--- src/vtl_pkg.sv ---
// Shared types, constants and classification functions for the token lexer.
package vtl_pkg;

    localparam int KW_COUNT = 20;
    localparam int KW_MAX_LEN = 9;

    typedef enum logic [2:0] {
        TK_END     = 3'd0,
        TK_NUMBER  = 3'd1,
        TK_IDENT   = 3'd2,
        TK_KEYWORD = 3'd3,
        TK_SYMBOL  = 3'd4
    } t_tok_kind;

    typedef enum logic [7:0] {
        M_IDLE   = 8'b0000_0001,
        M_NUMBER = 8'b0000_0010,
        M_IDENT  = 8'b0000_0100,
        M_SLASH  = 8'b0000_1000,
        M_SYM    = 8'b0001_0000,
        M_LINE   = 8'b0010_0000,
        M_BLOCK  = 8'b0100_0000,
        M_BSTAR  = 8'b1000_0000
    } t_mode;

    typedef logic [8*KW_MAX_LEN-1:0] t_kw_text;

    // Keyword text, first character in the low byte.
    function automatic t_kw_text kw_text(input logic [4:0] idx);
        t_kw_text t;
        t = '0;
        unique case (idx)
            5'd0:  t = t_kw_text'({"eludom"});
            5'd1:  t = t_kw_text'({"eludomdne"});
            5'd2:  t = t_kw_text'({"tupni"});
            5'd3:  t = t_kw_text'({"tuptuo"});
            5'd4:  t = t_kw_text'({"tuoni"});
            5'd5:  t = t_kw_text'({"ger"});
            5'd6:  t = t_kw_text'({"eriw"});
            5'd7:  t = t_kw_text'({"syawla"});
            5'd8:  t = t_kw_text'({"ngissa"});
            5'd9:  t = t_kw_text'({"egdesop"});
            5'd10: t = t_kw_text'({"egdegen"});
            5'd11: t = t_kw_text'({"nigeb"});
            5'd12: t = t_kw_text'({"dne"});
            5'd13: t = t_kw_text'({"fi"});
            5'd14: t = t_kw_text'({"esle"});
            5'd15: t = t_kw_text'({"retemarap"});
            5'd16: t = t_kw_text'({"ro"});
            5'd17: t = t_kw_text'({"esac"});
            5'd18: t = t_kw_text'({"esacdne"});
            5'd19: t = t_kw_text'({"tluafed"});
            default: t = '0;
        endcase
        return t;
    endfunction

    function automatic logic [3:0] kw_len(input logic [4:0] idx);
        logic [3:0] l;
        unique case (idx)
            5'd0, 5'd3, 5'd7, 5'd8:           l = 4'd6;
            5'd1, 5'd15:                      l = 4'd9;
            5'd2, 5'd4, 5'd11:                l = 4'd5;
            5'd5, 5'd12:                      l = 4'd3;
            5'd6, 5'd14, 5'd17:               l = 4'd4;
            5'd9, 5'd10, 5'd18, 5'd19:        l = 4'd7;
            5'd13, 5'd16:                     l = 4'd2;
            default:                          l = 4'd0;
        endcase
        return l;
    endfunction

    function automatic logic is_digit(input logic [7:0] c);
        return (c >= "0") && (c <= "9");
    endfunction

    function automatic logic is_letter(input logic [7:0] c);
        logic [7:0] l;
        l = c | 8'h20;
        return ((l >= "a") && (l <= "z")) || (c == "_");
    endfunction

    function automatic logic is_space(input logic [7:0] c);
        return (c == " ") || (c == 8'h0A) || (c == 8'h09) || (c == 8'h0D);
    endfunction

    function automatic logic starts_pair(input logic [7:0] c);
        return (c == "<") || (c == ">") || (c == "=") || (c == "!") ||
               (c == "&") || (c == "|");
    endfunction

    function automatic logic is_pair(input logic [7:0] p, input logic [7:0] c);
        return ((p == "<") && ((c == "=") || (c == "<"))) ||
               ((p == ">") && ((c == "=") || (c == ">"))) ||
               ((p == "=") && (c == "=")) || ((p == "!") && (c == "=")) ||
               ((p == "&") && (c == "&")) || ((p == "|") && (c == "|"));
    endfunction

endpackage

--- src/vtl_kw_match.sv ---
// Parallel keyword compare of the buffered identifier text.
module vtl_kw_match #(
    parameter int MAX_KEYWORD_CHARS = 9,
    parameter int LENGTH_BITS = 16
) (
    input  logic [MAX_KEYWORD_CHARS-1:0][7:0] i_text,
    input  logic [LENGTH_BITS-1:0]            i_len,
    output logic                              o_hit,
    output logic [4:0]                        o_index
);
    import vtl_pkg::*;

    logic [KW_COUNT-1:0] w_hit;

    always_comb begin
        for (int k = 0; k < KW_COUNT; k++) begin
            t_kw_text t;
            logic     eq;
            t  = kw_text(5'(k));
            eq = (i_len == LENGTH_BITS'(kw_len(5'(k))));
            for (int j = 0; j < KW_MAX_LEN; j++) begin
                if (4'(j) < kw_len(5'(k)) && i_text[j] != t[8*j +: 8]) begin
                    eq = 1'b0;
                end
            end
            w_hit[k] = eq;
        end
    end

    always_comb begin
        o_hit   = 1'b0;
        o_index = '0;
        for (int k = KW_COUNT - 1; k >= 0; k--) begin
            if (w_hit[k]) begin
                o_hit   = 1'b1;
                o_index = 5'(k);
            end
        end
    end

endmodule

--- src/vtl_out_queue.sv ---
// Two-entry result queue holding up to two tokens per transfer.
module vtl_out_queue #(
    parameter int W = 8
) (
    input  logic         i_clk,
    input  logic         i_rst_n,
    input  logic [1:0]   i_push_n,
    input  logic [W-1:0] i_tok0,
    input  logic [W-1:0] i_tok1,
    output logic         o_room,
    output logic         o_valid,
    output logic [W-1:0] o_tok,
    input  logic         i_stall
);
    logic [1:0]   r_cnt, n_cnt;
    logic [W-1:0] r_q0, r_q1, n_q0, n_q1;
    logic         w_pop;

    assign w_pop   = (r_cnt != 2'd0) && !i_stall;
    assign o_valid = (r_cnt != 2'd0);
    assign o_tok   = r_q0;
    assign o_room  = (r_cnt == 2'd0) || ((r_cnt == 2'd1) && w_pop);

    always_comb begin
        logic [W-1:0] a;
        logic [1:0]   base;
        n_q0 = r_q0;
        n_q1 = r_q1;
        a    = r_q1;
        base = r_cnt;
        if (w_pop) begin
            n_q0 = a;
            base = r_cnt - 2'd1;
        end
        if (i_push_n != 2'd0) begin
            if (base == 2'd0) begin
                n_q0 = i_tok0;
                n_q1 = i_tok1;
            end else begin
                n_q1 = i_tok0;
            end
        end
        n_cnt = base + i_push_n;
    end

    always_ff @(posedge i_clk) begin
        if (!i_rst_n) begin
            r_cnt <= '0;
        end else begin
            r_cnt <= n_cnt;
        end
        r_q0 <= n_q0;
        r_q1 <= n_q1;
    end

endmodule

--- src/verilog_token_lexer.sv ---
// Top level of the streaming Verilog token lexer.
// Usage:
//   Input channel: i_valid/o_stall with i_kind and i_char_byte. Kind 0 is one
//   source byte, kind 1 ends the stream, flushes any pending token and emits
//   an end token, then offsets restart at zero.
//   Output channel: o_valid/i_stall with one token per transfer; o_last_of_run
//   marks the last token caused by one input item.
// A token is written into the registered result queue by the transfer that closes it.
// Throughput: one byte per cycle; the mode transition and the 20-way keyword
//   compare sit between the lexer state and a two-entry result queue. A byte
//   that yields two tokens raises o_stall for one cycle while the queue drains.
// An input byte yields up to two tokens; when the receiver stalls the queue
//   fills and o_stall rises until room for two tokens is free again.
// Reset: mode returns to idle, offset, start, length and held symbol clear,
//   the result queue empties.
module verilog_token_lexer #(
    parameter int MAX_KEYWORD_CHARS = 9,
    parameter int OFFSET_BITS = 32,
    parameter int LENGTH_BITS = 16
) (
    input  logic                   i_clk,
    input  logic                   i_rst_n,
    input  logic                   i_valid,
    output logic                   o_stall,
    input  logic                   i_kind,
    input  logic [7:0]             i_char_byte,
    output logic                   o_valid,
    input  logic                   i_stall,
    output logic [2:0]             o_token_kind,
    output logic [4:0]             o_keyword_index,
    output logic [OFFSET_BITS-1:0] o_start_offset,
    output logic [LENGTH_BITS-1:0] o_token_length,
    output logic [7:0]             o_first_symbol_char,
    output logic [7:0]             o_second_symbol_char,
    output logic                   o_last_of_run
);
    import vtl_pkg::*;

    localparam int TW = 3 + 5 + OFFSET_BITS + LENGTH_BITS + 8 + 8 + 1;
    localparam logic [LENGTH_BITS-1:0] LEN_MAX = '1;

    typedef struct packed {
        logic [2:0]             kind;
        logic [4:0]             kw;
        logic [OFFSET_BITS-1:0] start;
        logic [LENGTH_BITS-1:0] len;
        logic [7:0]             c1;
        logic [7:0]             c2;
        logic                   last;
    } t_tok;

    t_mode                                r_mode, n_mode;
    logic [OFFSET_BITS-1:0]               r_pos, n_pos, r_start, n_start;
    logic [LENGTH_BITS-1:0]               r_cnt, n_cnt;
    logic [MAX_KEYWORD_CHARS-1:0][7:0]    r_kbuf, n_kbuf;
    logic [7:0]                           r_pend, n_pend;

    logic       w_acc, w_room, w_kw_hit;
    logic [4:0] w_kw_idx;
    logic [1:0] w_n;
    t_tok       w_t0, w_t1, w_q;

    assign o_stall = !w_room;
    assign w_acc   = i_valid && w_room;

    vtl_kw_match #(
        .MAX_KEYWORD_CHARS(MAX_KEYWORD_CHARS),
        .LENGTH_BITS(LENGTH_BITS)
    ) u_kw (
        .i_text (r_kbuf),
        .i_len  (r_cnt),
        .o_hit  (w_kw_hit),
        .o_index(w_kw_idx)
    );

    function automatic t_tok mk(input t_tok_kind k, input logic [4:0] kw,
                                input logic [OFFSET_BITS-1:0] s,
                                input logic [LENGTH_BITS-1:0] l,
                                input logic [7:0] a, input logic [7:0] b);
        t_tok t;
        t.kind = k;
        t.kw = kw;
        t.start = s;
        t.len = l;
        t.c1 = a;
        t.c2 = b;
        t.last = 1'b0;
        return t;
    endfunction

    always_comb begin
        t_tok       pend_tok;
        logic       has_pend, idle_go;
        logic [7:0] c;
        c        = i_char_byte;
        n_mode   = r_mode;
        n_pos    = r_pos + OFFSET_BITS'(1);
        n_start  = r_start;
        n_cnt    = r_cnt;
        n_kbuf   = r_kbuf;
        n_pend   = r_pend;
        w_n      = 2'd0;
        w_t0     = mk(TK_END, 5'd0, r_start, r_cnt, 8'd0, 8'd0);
        w_t1     = w_t0;
        has_pend = 1'b0;
        idle_go  = 1'b0;
        pend_tok = w_t0;

        unique case (r_mode)
            M_NUMBER: begin
                has_pend = 1'b1;
                pend_tok = mk(TK_NUMBER, 5'd0, r_start, r_cnt, 8'd0, 8'd0);
            end
            M_IDENT: begin
                has_pend = 1'b1;
                if (w_kw_hit && r_cnt <= LENGTH_BITS'(MAX_KEYWORD_CHARS)) begin
                    pend_tok = mk(TK_KEYWORD, w_kw_idx, r_start, r_cnt, 8'd0, 8'd0);
                end else begin
                    pend_tok = mk(TK_IDENT, 5'd0, r_start, r_cnt, 8'd0, 8'd0);
                end
            end
            M_SLASH: begin
                has_pend = 1'b1;
                pend_tok = mk(TK_SYMBOL, 5'd0, r_start, LENGTH_BITS'(1), "/", 8'd0);
            end
            M_SYM: begin
                has_pend = 1'b1;
                pend_tok = mk(TK_SYMBOL, 5'd0, r_start, LENGTH_BITS'(1), r_pend, 8'd0);
            end
            default: has_pend = 1'b0;
        endcase

        if (i_kind) begin
            if (has_pend) begin
                w_t0 = pend_tok;
                w_t1 = mk(TK_END, 5'd0, r_pos, '0, 8'd0, 8'd0);
                w_n  = 2'd2;
            end else begin
                w_t0 = mk(TK_END, 5'd0, r_pos, '0, 8'd0, 8'd0);
                w_n  = 2'd1;
            end
            n_mode  = M_IDLE;
            n_pos   = '0;
            n_start = '0;
            n_cnt   = '0;
            n_pend  = '0;
        end else begin
            unique case (r_mode)
                M_NUMBER: begin
                    if (is_digit(c) || is_letter(c) || c == 8'h27) begin
                        if (r_cnt != LEN_MAX) n_cnt = r_cnt + LENGTH_BITS'(1);
                    end else begin
                        idle_go = 1'b1;
                    end
                end
                M_IDENT: begin
                    if (is_digit(c) || is_letter(c)) begin
                        for (int j = 0; j < MAX_KEYWORD_CHARS; j++) begin
                            if (r_cnt == LENGTH_BITS'(j)) n_kbuf[j] = c;
                        end
                        if (r_cnt != LEN_MAX) n_cnt = r_cnt + LENGTH_BITS'(1);
                    end else begin
                        idle_go = 1'b1;
                    end
                end
                M_SLASH: begin
                    if (c == "/") n_mode = M_LINE;
                    else if (c == "*") n_mode = M_BLOCK;
                    else idle_go = 1'b1;
                end
                M_SYM: begin
                    if (is_pair(r_pend, c)) begin
                        w_t0   = mk(TK_SYMBOL, 5'd0, r_start, LENGTH_BITS'(2), r_pend, c);
                        w_n    = 2'd1;
                        n_mode = M_IDLE;
                    end else begin
                        idle_go = 1'b1;
                    end
                end
                M_LINE:  if (c == 8'h0A) n_mode = M_IDLE;
                M_BLOCK: if (c == "*") n_mode = M_BSTAR;
                M_BSTAR: begin
                    if (c == "/") n_mode = M_IDLE;
                    else if (c != "*") n_mode = M_BLOCK;
                end
                default: idle_go = 1'b1;
            endcase

            if (idle_go) begin
                t_tok sym;
                sym = mk(TK_SYMBOL, 5'd0, r_pos, LENGTH_BITS'(1), c, 8'd0);
                n_mode = M_IDLE;
                if (has_pend) begin
                    w_t0 = pend_tok;
                    w_t1 = sym;
                    w_n  = 2'd1;
                end else begin
                    w_t0 = sym;
                end
                if (!is_space(c)) begin
                    n_start = r_pos;
                    if (c == "/") begin
                        n_mode = M_SLASH;
                    end else if (is_digit(c)) begin
                        n_mode = M_NUMBER;
                        n_cnt  = LENGTH_BITS'(1);
                    end else if (is_letter(c)) begin
                        n_mode    = M_IDENT;
                        n_cnt     = LENGTH_BITS'(1);
                        n_kbuf[0] = c;
                    end else if (starts_pair(c)) begin
                        n_mode = M_SYM;
                        n_pend = c;
                    end else begin
                        w_n = w_n + 2'd1;
                    end
                end
            end
        end

        if (w_n == 2'd1) w_t0.last = 1'b1;
        if (w_n == 2'd2) w_t1.last = 1'b1;
    end

    always_ff @(posedge i_clk) begin
        if (!i_rst_n) begin
            r_mode  <= M_IDLE;
            r_pos   <= '0;
            r_start <= '0;
            r_cnt   <= '0;
            r_pend  <= '0;
        end else if (w_acc) begin
            r_mode  <= n_mode;
            r_pos   <= n_pos;
            r_start <= n_start;
            r_cnt   <= n_cnt;
            r_pend  <= n_pend;
        end
        if (w_acc) r_kbuf <= n_kbuf;
    end

    vtl_out_queue #(.W(TW)) u_q (
        .i_clk   (i_clk),
        .i_rst_n (i_rst_n),
        .i_push_n(w_acc ? w_n : 2'd0),
        .i_tok0  (w_t0),
        .i_tok1  (w_t1),
        .o_room  (w_room),
        .o_valid (o_valid),
        .o_tok   (w_q),
        .i_stall (i_stall)
    );

    assign o_token_kind         = w_q.kind;
    assign o_keyword_index      = w_q.kw;
    assign o_start_offset       = w_q.start;
    assign o_token_length       = w_q.len;
    assign o_first_symbol_char  = w_q.c1;
    assign o_second_symbol_char = w_q.c2;
    assign o_last_of_run        = w_q.last;

endmodule

--- config.mk ---
export PLATFORM = sky130hd
export DESIGN_NAME = verilog_token_lexer
export DESIGN_NICKNAME = d
export VERILOG_FILES = /design/src/vtl_pkg.sv /design/src/vtl_kw_match.sv /design/src/vtl_out_queue.sv /design/src/verilog_token_lexer.sv
export SDC_FILE = /design/constraint.sdc
export NUM_CORES = 1
export LEC_CHECK = 0
export ABC_AREA = 1
export BUFFER_PORTS_ARGS = -buffer_cell sky130_fd_sc_hd__buf_2
export CORE_AREA = 3 3 212 162
export CTS_CLUSTER_SIZE = 8
export DETAILED_ROUTE_END_ITERATION = 7
export DIE_AREA = 0 0 215 165
export PLACE_DENSITY = 0.76
export SYNTH_ARGS = -nofsm -noshare
export SYNTH_HDL_FRONTEND = slang
export SYNTH_HIERARCHICAL = 1
export SYNTH_SLANG_ARGS = --single-unit
--- constraint.sdc ---
create_clock -name i_clk -period 5.47 [get_ports i_clk]
set_clock_uncertainty 0.2 [all_clocks]
set_input_delay 1.3675 -clock i_clk [delete_from_list [all_inputs] [get_ports i_clk]]
set_output_delay 1.3675 -clock i_clk [all_outputs]
set_load 0.005 [all_outputs]
==> qor.log, run 1 <==
INFO  outcome        outcome=finished, final reports clean
INFO  synthesis      yosys.area.top_type=edfxtp_1
INFO  clock_network  clock_edge_transition_at_the_registers_on_the_reported_setup_and_hold_paths=0.06ns
INFO  layout         layout_common_cells=nand2_1, nor2_1, nand3_1, inv_1, dfxtp_1
INFO  synthesis      synth-seq-cells=316
INFO  clock_network  holdBufCountCts=0
INFO  clock_network  htree_num_levels=2
INFO  setup_path     arrival=4.39ns
INFO  setup_path     startpoint_type=input port
INFO  layout         fin_area=20100um2
INFO  layout         mostFrequentLayoutCell=nand2_1
INFO  synthesis      synth_top_family_by_area=simple AND/OR/NAND/NOR gates
INFO  synthesis      synth_area=18100um2
INFO  power_and_ir_drop leakage=8.58nW
INFO  power_and_ir_drop p_seq_share=37.1%
INFO  clock_network  root_buffer=clkbuf_16
INFO  timing         grt_setup_unrepaired=false
INFO  synthesis      synth-edff-count=145
INFO  timing         fin_tns_setup=0ns
INFO  power_and_ir_drop power_report.internal_total=5.30mW
INFO  clock_network  cts_post_setup_buffers_inserted=0
INFO  synthesis      asyncSetResetFlopFracSynth=0%
INFO  placement      portBuffers=87
INFO  power_and_ir_drop power.combinational.fraction=33.2%
INFO  synthesis      synth.mux.area_fraction=0%
INFO  setup_path     critPathKind=in2reg
INFO  global_routing first_global_vias=15716
INFO  power_and_ir_drop worst_vdd_drop=0.375mV
INFO  flow_run       timing.max_cap.violations=0
INFO  timing         fmaxAchievable=228MHz
INFO  floorplan      num_io_pins=88
INFO  synthesis      post_synth_xor_area_fraction=0.0483%
INFO  min_path       hp-class=reg2reg
INFO  drt            drt_first_pass_iters=6
INFO  layout         nets=2674
INFO  layout         area_growth_from_synthesis_to_final_layout=10.9%
INFO  floorplan      dieArea=35500um2
INFO  power_and_ir_drop switching_share=39.5%
INFO  power_and_ir_drop power-per-cell-area=435nW/um2
INFO  synthesis      ys_dominant_reg_cell=dfxtp_1
INFO  timing         finalHoldViolations=0
INFO  global_routing grt_start_max_net_pins=100
INFO  setup_path     timing.critical_path.mode_cell=nand2_1
INFO  clock_network  cts-root-to-sink-buffers=3
INFO  timing         report.final.slew_viol_count=0
INFO  synthesis      synthCells=2596
INFO  clock_network  postCtsResizedCells=0
INFO  layout         antenna_cells_inserted=0
INFO  placement      placement.cell_area=18800um2
INFO  timing         final.hold.worst_slack=0.292ns
INFO  timing         final.min_clock_period=4.39ns
INFO  global_routing wire_length_of_the_first_global_routing_pass=87300um
INFO  synthesis      yosysWarnings=6
INFO  synthesis      synth_compound_area_share=7.65%
INFO  placement      detailed_place_hpwl=38900um
INFO  drt            wire_per_inst=17.7um
INFO  placement      gp_routability_congestion=0.966
INFO  power_and_ir_drop power.share.clock=29.7%
INFO  timing         setup_ws=1.08ns
INFO  synthesis      synthDistinctLibCells=52
INFO  drt            dr_total_vias=17958
INFO  floorplan      coreArea=32300um2
INFO  timing         slew_headroom=16.6%
INFO  drt            ant_nets_after_route=0
INFO  setup_path     critical_path_required=5.46ns
INFO  drt            drtIter0Drc=2211
INFO  setup_path     critical-path-top-delay-family=simple AND/OR/NAND/NOR gates
INFO  floorplan      initial_core_util=56.2%
INFO  clock_network  clkLatencyLatePin=0.56ns
INFO  synthesis      synth.top_cells.by_area=edfxtp_1, nand2_1, dfxtp_1, nand3_1, nor2_1
INFO  drt            postRouteWirelength=55500um
INFO  setup_path     cpMaxStageDelayCell=buf_4
INFO  clock_network  tritoncts=yes
INFO  synthesis      netlist.area_leader.share=24.0%
INFO  setup_path     crit_path_max_fanout=47
INFO  setup_path     max_stage_delay=0.47ns
INFO  global_routing grt_overflow_total=0
INFO  floorplan      chipHeight=165um
INFO  timing         timing.final.setup_violations=0
INFO  clock_network  tritoncts_num_sinks=316
INFO  clock_network  cts-buffers-inserted=45
INFO  drt            avgViaCountPerCell=5.74
INFO  setup_path     cp_cell_sequence=buf_2 -> inv_2 -> nand2_1 -> nor2_2 -> nand2_1 -> nand2_1 -> nand2_1 -> nand3_2 -> nand2_1 -> nor2_2 -> o21ai_4 -> nor2_1 -> nor2_1 -> o21ai_0 -> nand2_1 -> nor2_1 -> or2_4 -> buf_4
INFO  synthesis      synth-seq-area-share=42.9%
INFO  global_routing antenna_found_initial=0
INFO  floorplan      floorplan.rows=57
INFO  drt            remaining_drc_errors=0
INFO  synthesis      synth_adder_area_share=0.621%
INFO  placement      post-place-ws=0.588ns
INFO  power_and_ir_drop post-layout-total-power=8.75mW
INFO  power_and_ir_drop total_switching_power=3.46mW
INFO  layout         drive_above_1_share=10.4%
INFO  synthesis      avgSynthCellArea=6.99um2
INFO  setup_path     count_of_buffering_cells_on_the_critical_path_with_inverters_included=3
INFO  global_routing grtUsageTotal=30.7%
INFO  setup_path     worstSetupEndpointType=flip-flop
INFO  timing         period_share=80.3%
INFO  floorplan      die_w=215um
INFO  timing         worst-slew-pin-transition=1.25ns
INFO  synthesis      synth_simple_gate_area_share=40.4%
-- cells in the mapped netlist (3+ instances only) --
| master | number |
|---|---|
| o21ai_0 | 97 |
| buf_4 | 27 |
| nand3b_1 | 13 |
| buf_1 | 4 |
| nor2_1 | 224 |
| clkbuf_1 | 33 |
| nor3_1 | 73 |
| nand4_1 | 117 |
| o21ai_2 | 10 |
| nand3_2 | 5 |
| inv_1 | 198 |
| nor3_2 | 6 |
| nand3_1 | 222 |
| nand2_2 | 16 |
| o21ai_1 | 5 |
| edfxtp_1 | 145 |
| a21oi_1 | 92 |
| or2_2 | 7 |
| buf_6 | 5 |
| a22oi_1 | 8 |
| nand2_1 | 939 |
| buf_2 | 57 |
| nor2_4 | 9 |
| ha_1 | 9 |
| nor4_1 | 10 |
| nor2_2 | 22 |
| a31oi_1 | 4 |
| a221oi_1 | 4 |
| inv_2 | 23 |
| clkinv_1 | 3 |
| o21a_1 | 10 |
| dfxtp_1 | 171 |
| o32ai_1 | 4 |
-- path summary, 6_finish.rpt --
check / startpoint / endpoint / slack [ns] / cells after the start
setup / recovery: i_char_byte[4] / u_q/r_q1[4]$_DFFE_PN_ / 1.08 / 18
hold / removal: r_pos[20]$_SDFFE_PN0P_ / r_start[20]$_SDFFE_PN0P_ / 0.29 / 2
setup reg to reg: r_mode[0]$_SDFFE_PN1P_ / u_q/r_q1[4]$_DFFE_PN_ / 1.24 / 11
hold reg to reg: r_pos[20]$_SDFFE_PN0P_ / r_start[20]$_SDFFE_PN0P_ / 0.29 / 2
-- flip-flops by register name, summed over array words and instances (netlist names) --
register and count:
u_q/o_tok 73, u_q/r_q1 73, r_kbuf 72, r_pos 32, r_start 32, r_cnt 16
r_mode 8, r_pend 8, u_q/r_cnt 2
-- worst register-to-register path: cells and delay by family, from the launching register on --
kind	cells	cell delay, ns
simple gates	7	1.73
buf+inv	2	0.81
compound gates	2	0.80
flops	1	0.33
-- cell type report --
type	count	area, um2
flip-flops and latches	316	7780
well taps	442	553
inverters	224	841
multi-input cells	1945	8930
clock inverters	3	43.8
clock buffers	77	1270
fillers	2913	12200
repair buffers	120	708
-- metrics by stage --
stage	utilization [%]	instances
after floorplan	-	2612
final	62.3	3127
after global placement	58.2	3047
after CTS	62.3	3127
after detailed placement	58.2	3047
after global routing	62.3	3127
-- power by group through the flow --
stage | Combinational (mW) | Clock, mW | Sequential, mW
floorplan | 2.10 | 0 | 3.23
global placement | 2.82 | 0 | 3.27
detailed placement | 2.85 | 0 | 3.28
CTS | 2.87 | 2.63 | 3.24
global route | 3.22 | 2.74 | 3.28
finish | 2.91 | 2.60 | 3.25
-- routing by layer --
metal | routed length [um] | up-vias | track usage [%]
met5 | 0 | - | 0
met4 | 577 | 0 | 5.07
met3 | 7570 | 58 | 9.56
met2 | 21500 | 910 | 41.4
met1 | 25800 | 8348 | 48.1
li1 | - | 8642 | -
-- cells by family (layout without fill, tap and decap cells) --
group | after synthesis | count (layout)
other | 1 | 17
and+or+nand+nor | 1674 | 1674
adders and majority gates | 9 | 9
buffers and inverters | 351 | 424
xor gates and xnor gates | 1 | 1
AOI/OAI and AO/OA | 244 | 244
DFF | 316 | 316
Note: power is estimated with default switching activity, not from simulation.
==> inputs of run 2 (changes only) <==
- clock period: 5.47 -> 3.83 ns (I/O delays scaled with it)
==> run 2 against run 1 <==
Net effect: sequential share of layout area shrank 1.1 points; combinational power grew 49%; first-iteration DRC count grew 11%; largest cell class unchanged; utilization grew 1.9 points; non-clock buffer count grew 70; wire length grew 1.8%; total power grew 44%; setup slack lost 0.80 ns; critical path type is now reg2reg; global-route usage grew 0.58 points.
==> qor.log, run 2 (synthesis gave the netlist of run 1 again) <==
INFO  clock_network  tritoncts_num_sinks=316 [unchanged]
INFO  setup_path     cpMaxStageDelayCell=nor2_1
INFO  layout         mostFrequentLayoutCell=nand2_1
INFO  placement      dp.cells=3117 [+2.3%]
INFO  drt            wire_per_inst=17.7um [-0.34%]
INFO  setup_path     worst_r2r_endpoint=u_q/o_tok[29]$_DFF_P_
INFO  setup_path     critPathKind=reg2reg
INFO  clock_network  clkLatencyLatePin=0.56ns [about the same]
INFO  power_and_ir_drop power-per-cell-area=607nW/um2 [+40%]
INFO  layout         final_core_utilization=64.2% [+1.9 points]
INFO  timing         fmaxAchievable=281MHz
INFO  setup_path     cp_cell_sequence=nor2_1 -> nand2_1 -> nor2_1 -> nor2_1 -> inv_1 -> nor2_1 -> inv_1 -> ha_1 -> o21ai_0 -> o21ai_1 -> nand2_1 -> nor2_1 -> or2_4 -> nand3_2 -> buf_12 -> nand2_1 -> nand2_1
INFO  floorplan      chipHeight=165um [unchanged]
INFO  setup_path     arrival=3.79ns [-0.60 ns]
INFO  setup_path     worstSetupEndpoint=u_q/o_tok[29]$_DFF_P_
INFO  layout         fillerInstances=2878 [-1.2%]
INFO  timing         period_share=92.8%
INFO  setup_path     worst_r2r_startpoint=r_mode[0]$_SDFFE_PN1P_
INFO  flow_run       timing.max_cap.violations=0 [unchanged]
INFO  global_routing first_global_vias=16294 [+3.7%]
INFO  min_path       timing.hold.worst.start=r_pos[0]$_SDFFE_PN0P_
INFO  power_and_ir_drop post-layout-total-power=12.6mW [+44%]
INFO  floorplan      floorplan.rows=57 [unchanged]
INFO  setup_path     worstSetupEndpointType=flip-flop
INFO  drt            drtIter0Drc=2450 [+11%]
INFO  floorplan      dieArea=35500um2 [unchanged]
INFO  global_routing grt_start_max_net_pins=150 [+50%]
INFO  layout         fin_area=20700um2 [+3.1%]
INFO  floorplan      die_w=215um [unchanged]
INFO  setup_path     r2r_cells=17 [+6]
INFO  drt            ant_nets_after_route=0 [unchanged]
INFO  placement      portBuffers=87 [unchanged]
INFO  timing         final.min_clock_period=3.56ns
INFO  setup_path     max_stage_delay=0.41ns [-0.06 ns]
INFO  layout         nets=2744 [+2.6%]
INFO  setup_path     crit_path_max_fanout=54 [+15%]
INFO  clock_network  holdBufCountCts=0 [unchanged]
INFO  clock_network  cts-root-to-sink-buffers=3 [unchanged]
INFO  layout         drive_above_1_share=12.6% [+2.3 points]
INFO  drt            postRouteWirelength=56400um [+1.8%]
INFO  clock_network  cts-buffers-inserted=45 [unchanged]
INFO  timing         slew_headroom=40.8% [+24 points]
INFO  power_and_ir_drop leakage=8.95nW [+4.3%]
INFO  drt            dr_total_vias=18292 [+1.9%]
INFO  drt            drt_first_pass_iters=6 [unchanged]
INFO  clock_network  htree_num_levels=2 [unchanged]
INFO  drt            avgViaCountPerCell=5.73 [-0.25%]
INFO  setup_path     timing.reg2reg.setup_slack=0.27ns [-0.97 ns]
INFO  timing         report.final.slew_viol_count=0 [unchanged]
INFO  min_path       hp-class=reg2reg
INFO  setup_path     timing.critical_path.mode_cell=nor2_1
INFO  clock_network  clock_edge_transition_at_the_registers_on_the_reported_setup_and_hold_paths=0.05ns [about the same]
INFO  layout         final_cell_count_no_fill=3193 [+2.1%]
INFO  outcome        outcome=finished, final reports clean
INFO  floorplan      coreArea=32300um2 [unchanged]
INFO  timing         grt_setup_unrepaired=false
INFO  global_routing wire_length_of_the_first_global_routing_pass=89200um [+2.2%]
INFO  timing         worst-slew-pin-transition=0.886ns [-0.361 ns]
INFO  clock_network  tritoncts=yes
INFO  setup_path     critical_path_required=4.06ns [-1.40 ns]
INFO  clock_network  root_buffer=clkbuf_16
INFO  floorplan      num_io_pins=88 [unchanged]
INFO  power_and_ir_drop worst_vdd_drop=0.626mV [+67%]
INFO  timing         timing.final.setup_violations=0 [unchanged]
INFO  global_routing grtUsageTotal=31.3% [+0.58 points]
INFO  layout         area_growth_from_synthesis_to_final_layout=14.3%
INFO  placement      placement.cell_area=19500um2 [+3.5%]
INFO  setup_path     worst_setup_path_startpoint=r_mode[0]$_SDFFE_PN1P_
INFO  layout         layout_common_cells=nand2_1, nor2_1, nand3_1, inv_1, dfxtp_1
INFO  placement      detailed_place_hpwl=40200um [+3.3%]
INFO  layout         antenna_cells_inserted=0 [unchanged]
INFO  floorplan      initial_core_util=56.2% [unchanged]
INFO  setup_path     startpoint_type=flip-flop
INFO  placement      gp_routability_congestion=1.01 [+4.7%]
INFO  drt            remaining_drc_errors=0 [unchanged]
INFO  global_routing antenna_found_initial=0 [unchanged]
INFO  timing         fin_tns_setup=0ns [unchanged]
INFO  global_routing grt_overflow_total=0 [unchanged]
INFO  timing         finalHoldViolations=0 [unchanged]
==> run 2: cell types whose count changed in the layout (fill, tap and decap cells not counted), sizes merged <==
cell / before / now
buf: 120 / 190
clkbuf: 77 / 74
inv: 222 / 221
==> run 2: power breakdown <==
group          total, mW  internal [mW]  switching (mW)
sequential          4.61           4.29           0.319
clock               3.66           2.21            1.45
combinational       4.33           1.25            3.08
==> run 2: repair_timing <==
item,in CTS,in global routing
endpoints found under the setup margin,0,73
gates resized for setup,0,1
buffers inserted,0,0
==> run 2: critical path, delay by kind of cell, from the launching register on <==
kind	cells	cell delay, ns
AOI/OAI and AO/OA	2	0.41
adders and majority gates	1	0.13
buffers and inverters	3	0.50
DFF	1	0.32
and+or+nand+nor	11	1.87
==> run 2: final cells by class <==
| cell class | instances | area, um2 | share of cell area [%] |
|---|---|---|---|
| multi-input cells | 1945 | 8930 | 43.1 |
| inverters | 224 | 841 | 4.05 |
| clock inverters | 2 | 21.3 | 0.103 |
| flip-flops and latches | 316 | 7780 | 37.5 |
| clock buffers | 74 | 1260 | 6.06 |
| repair buffers | 190 | 1360 | 6.55 |
| well taps | 442 | 553 | 2.67 |
==> run 2: layer usage <==
| metal | track usage [%] | vias up | share of wire, % |
|---|---|---|---|
| met1 | 49.5 | 8389 | 46 |
| met4 | 5.19 | 0 | 1.2 |
| met5 | 0 | - | 0 |
| met3 | 7.71 | 72 | 14 |
| li1 | - | 8789 | - |
| met2 | 43.2 | 1042 | 39 |
==> run 2: how the worst min path moves through the flow <==
stage                                to  slack (ns)  cells after the start
4_1_cts         r_start[0]$_SDFFE_PN0P_        0.29                      2
3_3_place_gp    r_start[0]$_SDFFE_PN0P_        0.28                      2
3_5_place_dp   r_start[30]$_SDFFE_PN0P_        0.29                      2
6_report        r_start[0]$_SDFFE_PN0P_        0.29                      2
2_1_floorplan  r_start[20]$_SDFFE_PN0P_        0.26                      2
5_1_grt         r_start[0]$_SDFFE_PN0P_        0.30                      2
==> run 2: per-stage QoR <==
step	hold slack, ns	setup slack, ns
finish	0.287	0.274
global route	0.302	0.0730
detailed placement	0.287	-0.118
global placement	0.279	-0.0523
CTS	0.287	0.349
floorplan	0.257	0.180
